File: config.mk
export PLATFORM = sky130hd
export DESIGN_NAME = btmx_ctrl
export DESIGN_NICKNAME = d
export VERILOG_FILES = /design/src/rtl/core/btmx_pkg.sv /design/src/rtl/core/btmx_ctrl.sv
export SDC_FILE = /design/constraint.sdc
export NUM_CORES = 1
export LEC_CHECK = 0
export ABC_CLOCK_PERIOD_IN_PS = 2800
export BUFFER_PORTS_ARGS = -buffer_cell sky130_fd_sc_hd__buf_2
export CORE_AREA = 8 8 45 47
export CTS_CLUSTER_DIAMETER = 80
export DETAILED_ROUTE_END_ITERATION = 6
export DIE_AREA = 0 0 53 55
export GPL_TIMING_DRIVEN = 0
export PLACE_DENSITY = 0.52
export SLEW_MARGIN = 20
export SYNTH_ARGS = -nofsm -noshare
export SYNTH_HDL_FRONTEND = slang
export SYNTH_SLANG_ARGS = --single-unit
export TNS_END_PERCENT = 10
File: constraint.sdc
create_clock -name clk -period 2.8 [get_ports clk]
set_input_delay 0.42 -clock clk [delete_from_list [all_inputs] [get_ports clk]]
set_output_delay 0.42 -clock clk [all_outputs]
set_load 0.005 [all_outputs]
File: src/rtl/core/btmx_pkg.sv
// ---------------------------------------------------------------------------
// btmx_pkg
// Shared constants, controller states and command/status bundles.
// ---------------------------------------------------------------------------
package btmx_pkg;

  // Field widths of the request and result channels
  localparam int VAL_W = 31;
  // Path register covers the widest trie depth
  localparam int PATH_W = 32;
  localparam int PATH_IDX_W = 5;

  // Default trie depth and node pool size
  localparam int BITS_DEF = 31;
  localparam int NODES_DEF = 4096;

  typedef enum logic [1:0] {
    ST_IDLE,
    ST_WALK,
    ST_ALLOC,
    ST_FINISH
  } ctrl_state_t;

  typedef struct packed {
    logic start;     // latch a new request
    logic step;      // walk or allocate one level
    logic fresh;     // current node was just allocated, treat as empty
    logic load_out;  // move the result into the output register
  } dp_cmd_t;

  typedef struct packed {
    logic skip;          // request finishes without a walk
    logic lvl_last;      // current level is the bottom one
    logic child_missing; // insert: next node on the path is absent
    logic dead_end;      // query: current node has no child at all
    logic is_query;      // request in flight is a query
  } dp_status_t;

endpackage

File: src/rtl/core/btmx_ctrl.sv
// ---------------------------------------------------------------------------
// btmx_ctrl
// Sequencer for the trie walk: accept, walk, allocate, hand off result.
// ---------------------------------------------------------------------------
module btmx_ctrl (
  input  logic                  clk,
  input  logic                  rst,
  input  logic                  in_valid,
  output logic                  in_stall,
  output logic                  out_valid,
  input  logic                  out_stall,
  input  btmx_pkg::dp_status_t  status,
  output btmx_pkg::dp_cmd_t     cmd
);

  import btmx_pkg::*;

  ctrl_state_t state, state_next;
  logic        out_valid_next;

  always_ff @(posedge clk) begin
    if (rst) begin
      state     <= ST_IDLE;
      out_valid <= 1'b0;
    end else begin
      state     <= state_next;
      out_valid <= out_valid_next;
    end
  end

  // Next state
  always_comb begin
    state_next = state;
    case (state)
      ST_IDLE: begin
        if (in_valid) begin
          state_next = status.skip ? ST_FINISH : ST_WALK;
        end
      end
      ST_WALK: begin
        if (status.is_query) begin
          if (status.dead_end || status.lvl_last) begin
            state_next = ST_FINISH;
          end
        end else if (status.lvl_last) begin
          state_next = ST_FINISH;
        end else if (status.child_missing) begin
          state_next = ST_ALLOC;
        end
      end
      ST_ALLOC: begin
        if (status.lvl_last) begin
          state_next = ST_FINISH;
        end
      end
      ST_FINISH: begin
        if (!out_valid || !out_stall) begin
          state_next = ST_IDLE;
        end
      end
      default: state_next = ST_IDLE;
    endcase
  end

  // Outputs
  always_comb begin
    cmd      = '0;
    in_stall = 1'b1;
    case (state)
      ST_IDLE: begin
        in_stall  = 1'b0;
        cmd.start = in_valid;
      end
      ST_WALK: begin
        cmd.step = 1'b1;
      end
      ST_ALLOC: begin
        cmd.step  = 1'b1;
        cmd.fresh = 1'b1;
      end
      ST_FINISH: begin
        cmd.load_out = !out_valid || !out_stall;
      end
      default: cmd = '0;
    endcase
    out_valid_next = cmd.load_out | (out_valid & out_stall);
  end

endmodule

==> key figures, run 1 <==
Outcome
  – Status: completed

Clock network
  – TritonCTS clock tree: yes
  – Total setup buffers inserted after CTS: 0
  – Max clock buf depth: 2
  – Worst-Skew Late Latency: 230 ps
  – CTS buffer count: 3
  – Worst-path clk slew: 40 ps
  – # resized after CTS: 0
  – CTS sink count: 3
  – Clock Tree Root: clkbuf_4
  – H-tree depth: 1
  – CTS Hold Bufs: 0

Route
  – ANT nets after route: 0
  – WL/cell: 10.3 µm
  – First-pass detailed-route iteration total: 2
  – Initial DRC count: 3
  – Total Wirelength: 672 µm
  – Vias: 274
  – DR vias/cell: 4.22
  – Post-route DRC violation count: 0

Timing
  – RSZ-0062 raised after global routing: false
  – Tcrit/Tclk final: 0.632
  – Final hold slack: 416 ps
  – Skew final: 0.216 ps
  – Hold Vio Cnt, Final: 0
  – Tmin final: 1770 ps
  – Setup TNS: 0 ps
  – FMAX: 565 MHz
  – Slew Viols, Final: 0
  – Final setup viols: 0
  – Final WS setup: 1030 ps
  – Worst-margin pin slew: 201 ps
  – Slew headroom: 0.866

GRT
  – GRT Overall Usage: 0.0519
  – First-pass GRT wire length: 1.11 mm
  – Total gr overflow: 0
  – Antenna violations before repair: 0
  – Vias in the first global route: 264
  – Largest net degree at the start of global routing: 6

Floorplanning
  – Initial core utilization: 0.203
  – Die X: 53 µm
  – Die footprint: 2920 µm²
  – # rows: 14
  – Core ar.: 1380 µm²
  – Num ports: 15
  – Die Y: 55 µm

Hold path
  – Hold Path Depth: 2
  – Hold Crit Class: in -> reg

Yosys
  – Post-Syn Nets: 46
  – Synthesized area per cell: 9.08 µm²
  – Syn Inst Count: 31
  – Sequential area share after synthesis: 0.213
  – Number of synthesis warnings: 0
  – Post-Synthesis Cell Area: 282 µm²
  – FF+latch count, synth: 3
  – Library cells used by synthesis: 17

Finish
  – Final core occ: 0.288
  – FILL cells: 141
  – Ant. Diodes: 0
  – Nets@finish: 65
  – P&R area growth vs syn: 41.3%
  – Storage element area: 60.1 µm²
  – Area occupied by multi-input gates: 206 µm²
  – Share of cells above drive strength 1: 0.429
  – Commonest non-fill, non-tap cell in the layout: buf_2
  – Most frequent cells in the layout: buf_2, ha_1, inv_1, a21oi_1

Job
  – Max-cap violations: 0

Setup path
  – Critical Path Stages: 6
  – R2R cell count: 6
  – Crit-path leading delay family: simple AND/OR/NAND/NOR gates
  – Worst stage delay on the critical path: 620 ps
  – CP max-delay cell: or4_2
  – CP startpoint kind: flop
  – Worst EP arrival: 1920 ps
  – Kind of critical path: reg -> reg
  – Top cell by count, worst path: inv_1
  – CP bufs+invs: 2
  – Worst-path fanout max: 5
  – Data required, critical path: 2950 ps
  – Crit-path cells: inv_1 -> ha_1 -> inv_1 -> o211ai_2 -> or4_2 -> o31ai_1
  – CP Capture Type: flop

Power
  – Pleak: 0.204 nW
  – Power Total: 0.347 mW
  – Power Density: 873 nW/µm²
  – Max rail drop VDD: 0.257 mV

Placement
  – Place WS: 1040 ps
  – Port bufs: 14
  – GPL Wtd Cong: 0.725
-- worst reg2reg max path: cells and delay by family (launching register included) --
kind / cells / cell delay (ps)
simple gates: 1 / 620
flops: 1 / 410
buf+inv: 2 / 220
compound gates: 2 / 190
fa+ha+maj: 1 / 250
-- worst paths after layout --
check,startpoint,to,slack [ps]
max,state[0],state[1],1030
min reg2reg,out_valid,out_valid,540
min,rst,out_valid,420
max reg2reg,state[0],state[1],1030
-- routing by layer --
metal,GRT usage,vias up,share of wire
li1,-,144,-
met1,0.0591,118,0.43
met2,0.0742,12,0.42
met3,0.0481,0,0.15
met4,0,0,0
met5,0,-,0
-- stage by stage --
stage,instances,instance area [µm²]
after floorplan,31,282
after global placement,61,372
after detailed placement,61,372
after CTS,65,398
after global routing,65,398
final,65,398
-- logic make-up (layout without fill, tap and decap cells) --
kind of cell	after synthesis	count (layout)	synth area share
buf+inv	4	22	0.0533
simple gates	8	8	0.182
mux	2	2	0.0889
fa+ha+maj	6	6	0.267
flops	3	3	0.213
compound gates	8	8	0.196
-- area by class of cell --
type | instances | share of cell area
flip-flops and latches | 3 | 0.151
clock buffers | 4 | 0.0660
repair buffers | 14 | 0.176
multi-input cells | 24 | 0.519
inverters | 4 | 0.0377
well taps | 16 | 0.0503
-- cell usage after synthesis --
| cell | count | area, µm² |
|---|---|---|
| a21boi_0 | 1 | 7.51 |
| a21oi_1 | 4 | 20.0 |
| and2_1 | 1 | 6.26 |
| dfxtp_1 | 3 | 60.1 |
| ha_1 | 6 | 75.1 |
| inv_1 | 4 | 15.0 |
| mux2_4 | 1 | 15.0 |
| mux2i_1 | 1 | 10.0 |
| nand3_1 | 1 | 5.00 |
| nand3b_1 | 1 | 7.51 |
| nor2_1 | 2 | 7.51 |
| nor2_2 | 1 | 6.26 |
| o211ai_1 | 1 | 7.51 |
| o211ai_2 | 1 | 12.5 |
| o31ai_1 | 1 | 7.51 |
| or4_2 | 1 | 8.76 |
| or4b_1 | 1 | 10.0 |
-- flip-flops by register name (all words and copies together) (netlist names) --
name	cells
out_valid	1
state	2
-- power breakdown --
group          internal [mW]  switching [mW]
clock network         0.0534          0.0222
logic                 0.0983          0.0981
registers             0.0576          0.0178
Note: power is estimated with default switching activity, not from simulation.
==> inputs of run 2 (changes only) <==
- ABC_CLOCK_PERIOD_IN_PS: 2800 -> 1600
- PLACE_DENSITY: 0.52 -> 0.53
- clock period: 2.8 -> 1.6 ns (I/O delays scaled with it)
==> key figures, run 2 (synthesis gave the netlist of run 1 again) <==
Setup path
  – Worst EP arrival: 1690 ps (was 1920 ps)
  – Critical path launch point: state[1] (was state[0])
  – CP startpoint kind: flop (unchanged)
  – CP Capture Type: flop (unchanged)
  – Kind of critical path: reg -> reg (unchanged)
  – Flop2flop setup slack: 30 ps (was 1030 ps)
  – Worst r2r src: state[1] (was state[0])
  – Data required, critical path: 1710 ps (was 2950 ps)
  – Worst-path fanout max: 4 (was 5)

Timing
  – Hold Vio Cnt, Final: 0 (unchanged)
  – Setup TNS: 0 ps (unchanged)
  – Tcrit/Tclk final: 0.984 (was 0.632)
  – Tmin final: 1570 ps (was 1770 ps)
  – RSZ-0062 raised after global routing: true (was false)
  – Final hold slack: 242 ps (was 416 ps)
  – Slew headroom: 0.866 (about the same)
  – Worst-margin pin slew: 201 ps (about the same)
  – FMAX: 635 MHz (was 565 MHz)
  – Skew final: 2.61 ps (was 0.216 ps)
  – Slew Viols, Final: 0 (unchanged)
  – Final setup viols: 0 (unchanged)

Finish
  – Most frequent cells in the layout: buf_2, ha_1, a21oi_1 (was buf_2, ha_1, inv_1, a21oi_1)
  – P&R area growth vs syn: 53.3% (was 41.3%)
  – Largest registers: state x2, out_valid x1 (unchanged)
  – Nets@finish: 67 (was 65)
  – Max FFs per register: 2 (unchanged)
  – Ant. Diodes: 0 (unchanged)
  – Commonest non-fill, non-tap cell in the layout: buf_2 (unchanged)
  – Share of cells above drive strength 1: 0.588 (was 0.429)
  – Final core occ: 0.312 (was 0.288)
  – Largest Register: state (unchanged)

Power
  – Power Density: 1580 nW/µm² (was 873 nW/µm²)
  – Pleak: 0.217 nW (was 0.204 nW)
  – Max rail drop VDD: 0.531 mV (was 0.257 mV)
  – Power Total: 0.680 mW (was 0.347 mW)

Floorplanning
  – Initial core utilization: 0.203 (unchanged)
  – Die Y: 55 µm (unchanged)
  – Num ports: 15 (unchanged)
  – # rows: 14 (unchanged)
  – Die footprint: 2920 µm² (unchanged)
  – Die X: 53 µm (unchanged)
  – Core ar.: 1380 µm² (unchanged)

Clock network
  – Max clock buf depth: 2 (unchanged)
  – Clock Tree Root: clkbuf_4 (unchanged)
  – CTS buffer count: 3 (unchanged)
  – TritonCTS clock tree: yes (unchanged)
  – H-tree depth: 1 (unchanged)
  – Worst-Skew Late Latency: 230 ps (about the same)
  – CTS Hold Bufs: 0 (unchanged)
  – Worst-path clk slew: 40 ps (about the same)
  – CTS sink count: 3 (unchanged)

GRT
  – Total gr overflow: 0 (unchanged)
  – First-pass GRT wire length: 1.23 mm (was 1.11 mm)
  – Vias in the first global route: 303 (was 264)
  – Antenna violations before repair: 0 (unchanged)
  – GRT Overall Usage: 0.0579 (was 0.0519)
  – Largest net degree at the start of global routing: 6 (unchanged)

Hold path
  – Hold path startpoint: rst (unchanged)
  – Hold Crit Class: in -> reg (unchanged)

Job
  – Max-cap violations: 0 (unchanged)

Route
  – First-pass detailed-route iteration total: 3 (was 2)
  – Post-route DRC violation count: 0 (unchanged)
  – WL/cell: 10.8 µm (was 10.3 µm)
  – DR vias/cell: 4.39 (was 4.22)
  – ANT nets after route: 0 (unchanged)
  – Total Wirelength: 721 µm (was 672 µm)
  – Initial DRC count: 4 (was 3)
  – Vias: 294 (was 274)

Placement
  – Port bufs: 14 (unchanged)
  – HPWL Detailed: 568 µm
  – GPL Wtd Cong: 0.730 (was 0.725)

Outcome
  – Status: completed (unchanged)
-- run 2: cell types whose count changed in the layout (fill, tap and decap cells not counted), sizes merged --
cell / delta
buf: +2
-- run 2: metal layers --
metal	up-vias	track usage	share of wire
li1	151	-	-
met1	128	0.0577	0.42
met2	15	0.0957	0.45
met3	0	0.0428	0.13
met4	0	0.0129	0
met5	-	0	0
-- run 2: worst paths after layout --
check	endpoint	cells after the start
min	out_valid	2
min reg2reg	out_valid	2
max reg2reg	state[0]	6
max	state[0]	6
-- run 2: report_power, final --
part / internal [mW] / switching (mW) / total [mW] / leakage, nW
clock network: 0.0934 / 0.0379 / 0.131 / 0.0150
logic: 0.212 / 0.192 / 0.404 / 0.176
registers: 0.110 / 0.0344 / 0.144 / 0.0256
total: 0.415 / 0.265 / 0.680 / 0.217
-- run 2: stage by stage --
step | area [µm²] | std cells | setup WS (ps)
2_1_floorplan | 282 | 31 | 0.830
3_3_place_gp | 372 | 61 | -118
3_5_place_dp | 372 | 61 | -102
4_1_cts | 420 | 67 | 5.36
5_1_grt | 432 | 67 | -58.6
6_report | 432 | 67 | 25.9
-- run 2: area by class of cell --
class / instances / area [µm²]
inverters: 4 / 15.0
repair buffers: 16 / 85.1
clock buffers: 4 / 26.3
multi-input cells: 24 / 220
fillers: 150 / 952
flip-flops and latches: 3 / 65.1
well taps: 16 / 20.0
-- run 2: what timing repair did --
item	4_1_cts	5_1_grt
resized for setup	4	3
setup endpoints to repair	2	2
setup buffers	2	0
-- run 2: worst max-delay path, stage by stage (launching register included) --
cell and delay [ps]:
dfxtp_2 330, inv_2 90, ha_1 130, or4b_4 450
o211ai_2 90, nor2_2 70, mux2_4 290
==> inputs of run 3 (changes only) <==
- ABC_CLOCK_PERIOD_IN_PS: 1600 -> 1450
- CTS_CLUSTER_SIZE: unset -> 28
- PLACE_DENSITY: 0.53 -> 0.52
- clock period: 1.6 -> 1.45 ns (I/O delays scaled with it)
==> key figures, run 3 (synthesis gave the netlist of run 1 again) <==
Finish
  – Largest Register: state (unchanged)
  – P&R area growth vs syn: 79.6% (was 53.3%)
  – Most frequent cells in the layout: buf_2, buf_4, ha_2 (was buf_2, ha_1, a21oi_1)
  – Final core occ: 0.365 (was 0.312)
  – Share of cells above drive strength 1: 0.741 (was 0.588)
  – Commonest non-fill, non-tap cell in the layout: buf_2 (unchanged)
  – Max FFs per register: 2 (unchanged)
  – Nets@finish: 70 (was 67)
  – Final Cell Area: 505 µm² (was 432 µm²)
  – Ant. Diodes: 0 (unchanged)
  – Largest registers: state x2, out_valid x1 (unchanged)

GRT
  – Total gr overflow: 0 (unchanged)
  – Vias in the first global route: 290 (was 303)
  – GRT Overall Usage: 0.0606 (was 0.0579)
  – Antenna violations before repair: 0 (unchanged)
  – Largest net degree at the start of global routing: 6 (unchanged)
  – First-pass GRT wire length: 1.28 mm (was 1.23 mm)

Timing
  – Final WS setup: -115 ps (was 25.9 ps)
  – Final setup viols: 2 (was 0)
  – Tcrit/Tclk final: 1.08 (was 0.984)
  – Skew final: 0.244 ps (was 2.61 ps)
  – Tmin final: 1560 ps (was 1570 ps)
  – Setup TNS: -209 ps (was 0 ps)
  – Slew headroom: 0.884 (was 0.866)
  – FMAX: 639 MHz (was 635 MHz)
  – Hold Vio Cnt, Final: 0 (unchanged)
  – Slew Viols, Final: 0 (unchanged)
  – RSZ-0062 raised after global routing: true (unchanged)
  – Worst-margin pin slew: 169 ps (was 201 ps)
  – Final hold slack: 227 ps (was 242 ps)

Power
  – Pleak: 0.228 nW (was 0.217 nW)
  – Flop pwr share: 0.175 (was 0.212)
  – Power Density: 1840 nW/µm² (was 1580 nW/µm²)
  – P_sw: 0.367 mW (was 0.265 mW)
  – Clk pwr share: 0.156 (was 0.193)
  – Max rail drop VDD: 0.632 mV (was 0.531 mV)
  – Comb pwr share: 0.668 (was 0.595)
  – P_int: 0.562 mW (was 0.415 mW)
  – Switch share: 0.395 (was 0.389)
  – Power Total: 0.929 mW (was 0.680 mW)

Clock network
  – H-tree depth: 1 (unchanged)
  – Max clock buf depth: 2 (unchanged)
  – CTS sink count: 3 (unchanged)
  – Worst-path clk slew: 40 ps (about the same)
  – Worst-Skew Late Latency: 230 ps (about the same)
  – Clock Tree Root: clkbuf_4 (unchanged)
  – TritonCTS clock tree: yes (unchanged)
  – CTS buffer count: 3 (unchanged)

Route
  – Post-route DRC violation count: 0 (unchanged)
  – Total Wirelength: 889 µm (was 721 µm)
  – Vias: 320 (was 294)
  – First-pass detailed-route iteration total: 4 (was 3)
  – WL/cell: 12.7 µm (was 10.8 µm)
  – Initial DRC count: 3 (was 4)
  – DR vias/cell: 4.57 (was 4.39)
  – ANT nets after route: 0 (unchanged)

Floorplanning
  – Die X: 53 µm (unchanged)
  – Die Y: 55 µm (unchanged)
  – # rows: 14 (unchanged)
  – Die footprint: 2920 µm² (unchanged)
  – Num ports: 15 (unchanged)
  – Initial core utilization: 0.203 (unchanged)
  – Core ar.: 1380 µm² (unchanged)

Setup path
  – Worst-path fanout max: 3 (was 4)
  – FF-to-FF End: state[0] (unchanged)
  – Crit-path leading delay family: simple AND/OR/NAND/NOR gates (unchanged)
  – Worst stage delay on the critical path: 470 ps (was 450 ps)
  – Kind of critical path: reg -> reg (unchanged)
  – Worst EP arrival: 1680 ps (was 1690 ps)
  – CP startpoint kind: flop (unchanged)
  – Data required, critical path: 1570 ps (was 1710 ps)
  – CP max-delay cell: or4b_4 (unchanged)
  – Crit-path cells: inv_4 -> ha_4 -> or4b_4 -> o211ai_4 -> nor2_4 -> mux2_4 (was inv_2 -> ha_1 -> or4b_4 -> o211ai_2 -> nor2_2 -> mux2_4)
  – CP Capture Type: flop (unchanged)
  – Flop2flop setup slack: -110 ps (was 30 ps)
  – Worst r2r src: state[1] (unchanged)
  – CP bufs+invs: 1 (unchanged)
  – R2R cell count: 6 (unchanged)

Placement
  – GPL Wtd Cong: 0.788 (was 0.730)
  – HPWL Detailed: 572 µm (was 568 µm)
  – Port bufs: 14 (unchanged)
  – Area after DPL: 377 µm² (was 372 µm²)

Hold path
  – Hold path startpoint: rst (unchanged)
  – Worst hold endpoint: out_valid (unchanged)
  – Hold Crit Class: in -> reg (unchanged)
  – Hold Path Depth: 2 (unchanged)

Outcome
  – Failing checks: negative setup slack
  – Status: finished with violations (was completed)

Job
  – Max-cap violations: 0 (unchanged)
## run 3: cell types whose count changed in the layout (fill, tap and decap cells not counted), sizes merged
cell,delta
buf,+3
## run 3: per-layer routing
metal	GRT usage	share of wire
met3	0.0508	0.15
met5	0	0
met2	0.0977	0.44
met4	0.0129	0
met1	0.0592	0.40
## run 3: worst reg2reg max path: stages (launching register included)
cell and delay (ps):
dfxtp_2 330, inv_4 70, ha_4 120, or4b_4 470, o211ai_4 120, nor2_4 60, mux2_4 290
## run 3: power by group through the flow
stage               clock network, mW  registers [mW]  logic (mW)
finish                          0.145           0.163       0.621
CTS                             0.149           0.161       0.498
floorplan                           0           0.147       0.276
global placement                    0           0.158       0.399
global route                    0.161           0.166       0.681
detailed placement                  0           0.158       0.394
## run 3: what timing repair did
| action | in CTS | in global routing |
|---|---|---|
| endpoints found under the setup margin | 2 | 4 |
| hold buffers | 0 | 0 |
| pin swaps | 2 | 3 |
| setup buffers | 4 | 1 |
| gates resized for setup | 8 | 8 |
## run 3: how the worst max path moves through the flow
| stage | startpoint | to | slack [ps] | depth (start not counted) |
|---|---|---|---|---|
| finish | state[1] | state[0] | -110 | 6 |
| global route | state[1] | state[0] | -160 | 6 |
| CTS | state[1] | state[0] | -90 | 6 |
| detailed placement | state[1] | state[0] | -140 | 6 |
| global placement | state[1] | state[0] | -140 | 6 |
| floorplan | state[1] | state[0] | -60 | 6 |
## run 3: area by class of cell
cell class / instances / area, µm²
fillers: 147 / 878
multi-input cells: 24 / 263
clock buffers: 4 / 26.3
inverters: 4 / 17.5
repair buffers: 19 / 114
well taps: 16 / 20.0
flip-flops and latches: 3 / 65.1
## run 3: per-stage QoR
stage                     worst slack [ps]  std cells
after detailed placement              -139         61
after floorplan                      -63.3         31
after global placement                -142         61
after CTS                            -87.9         69
after global routing                  -157         70
final                                 -115         70
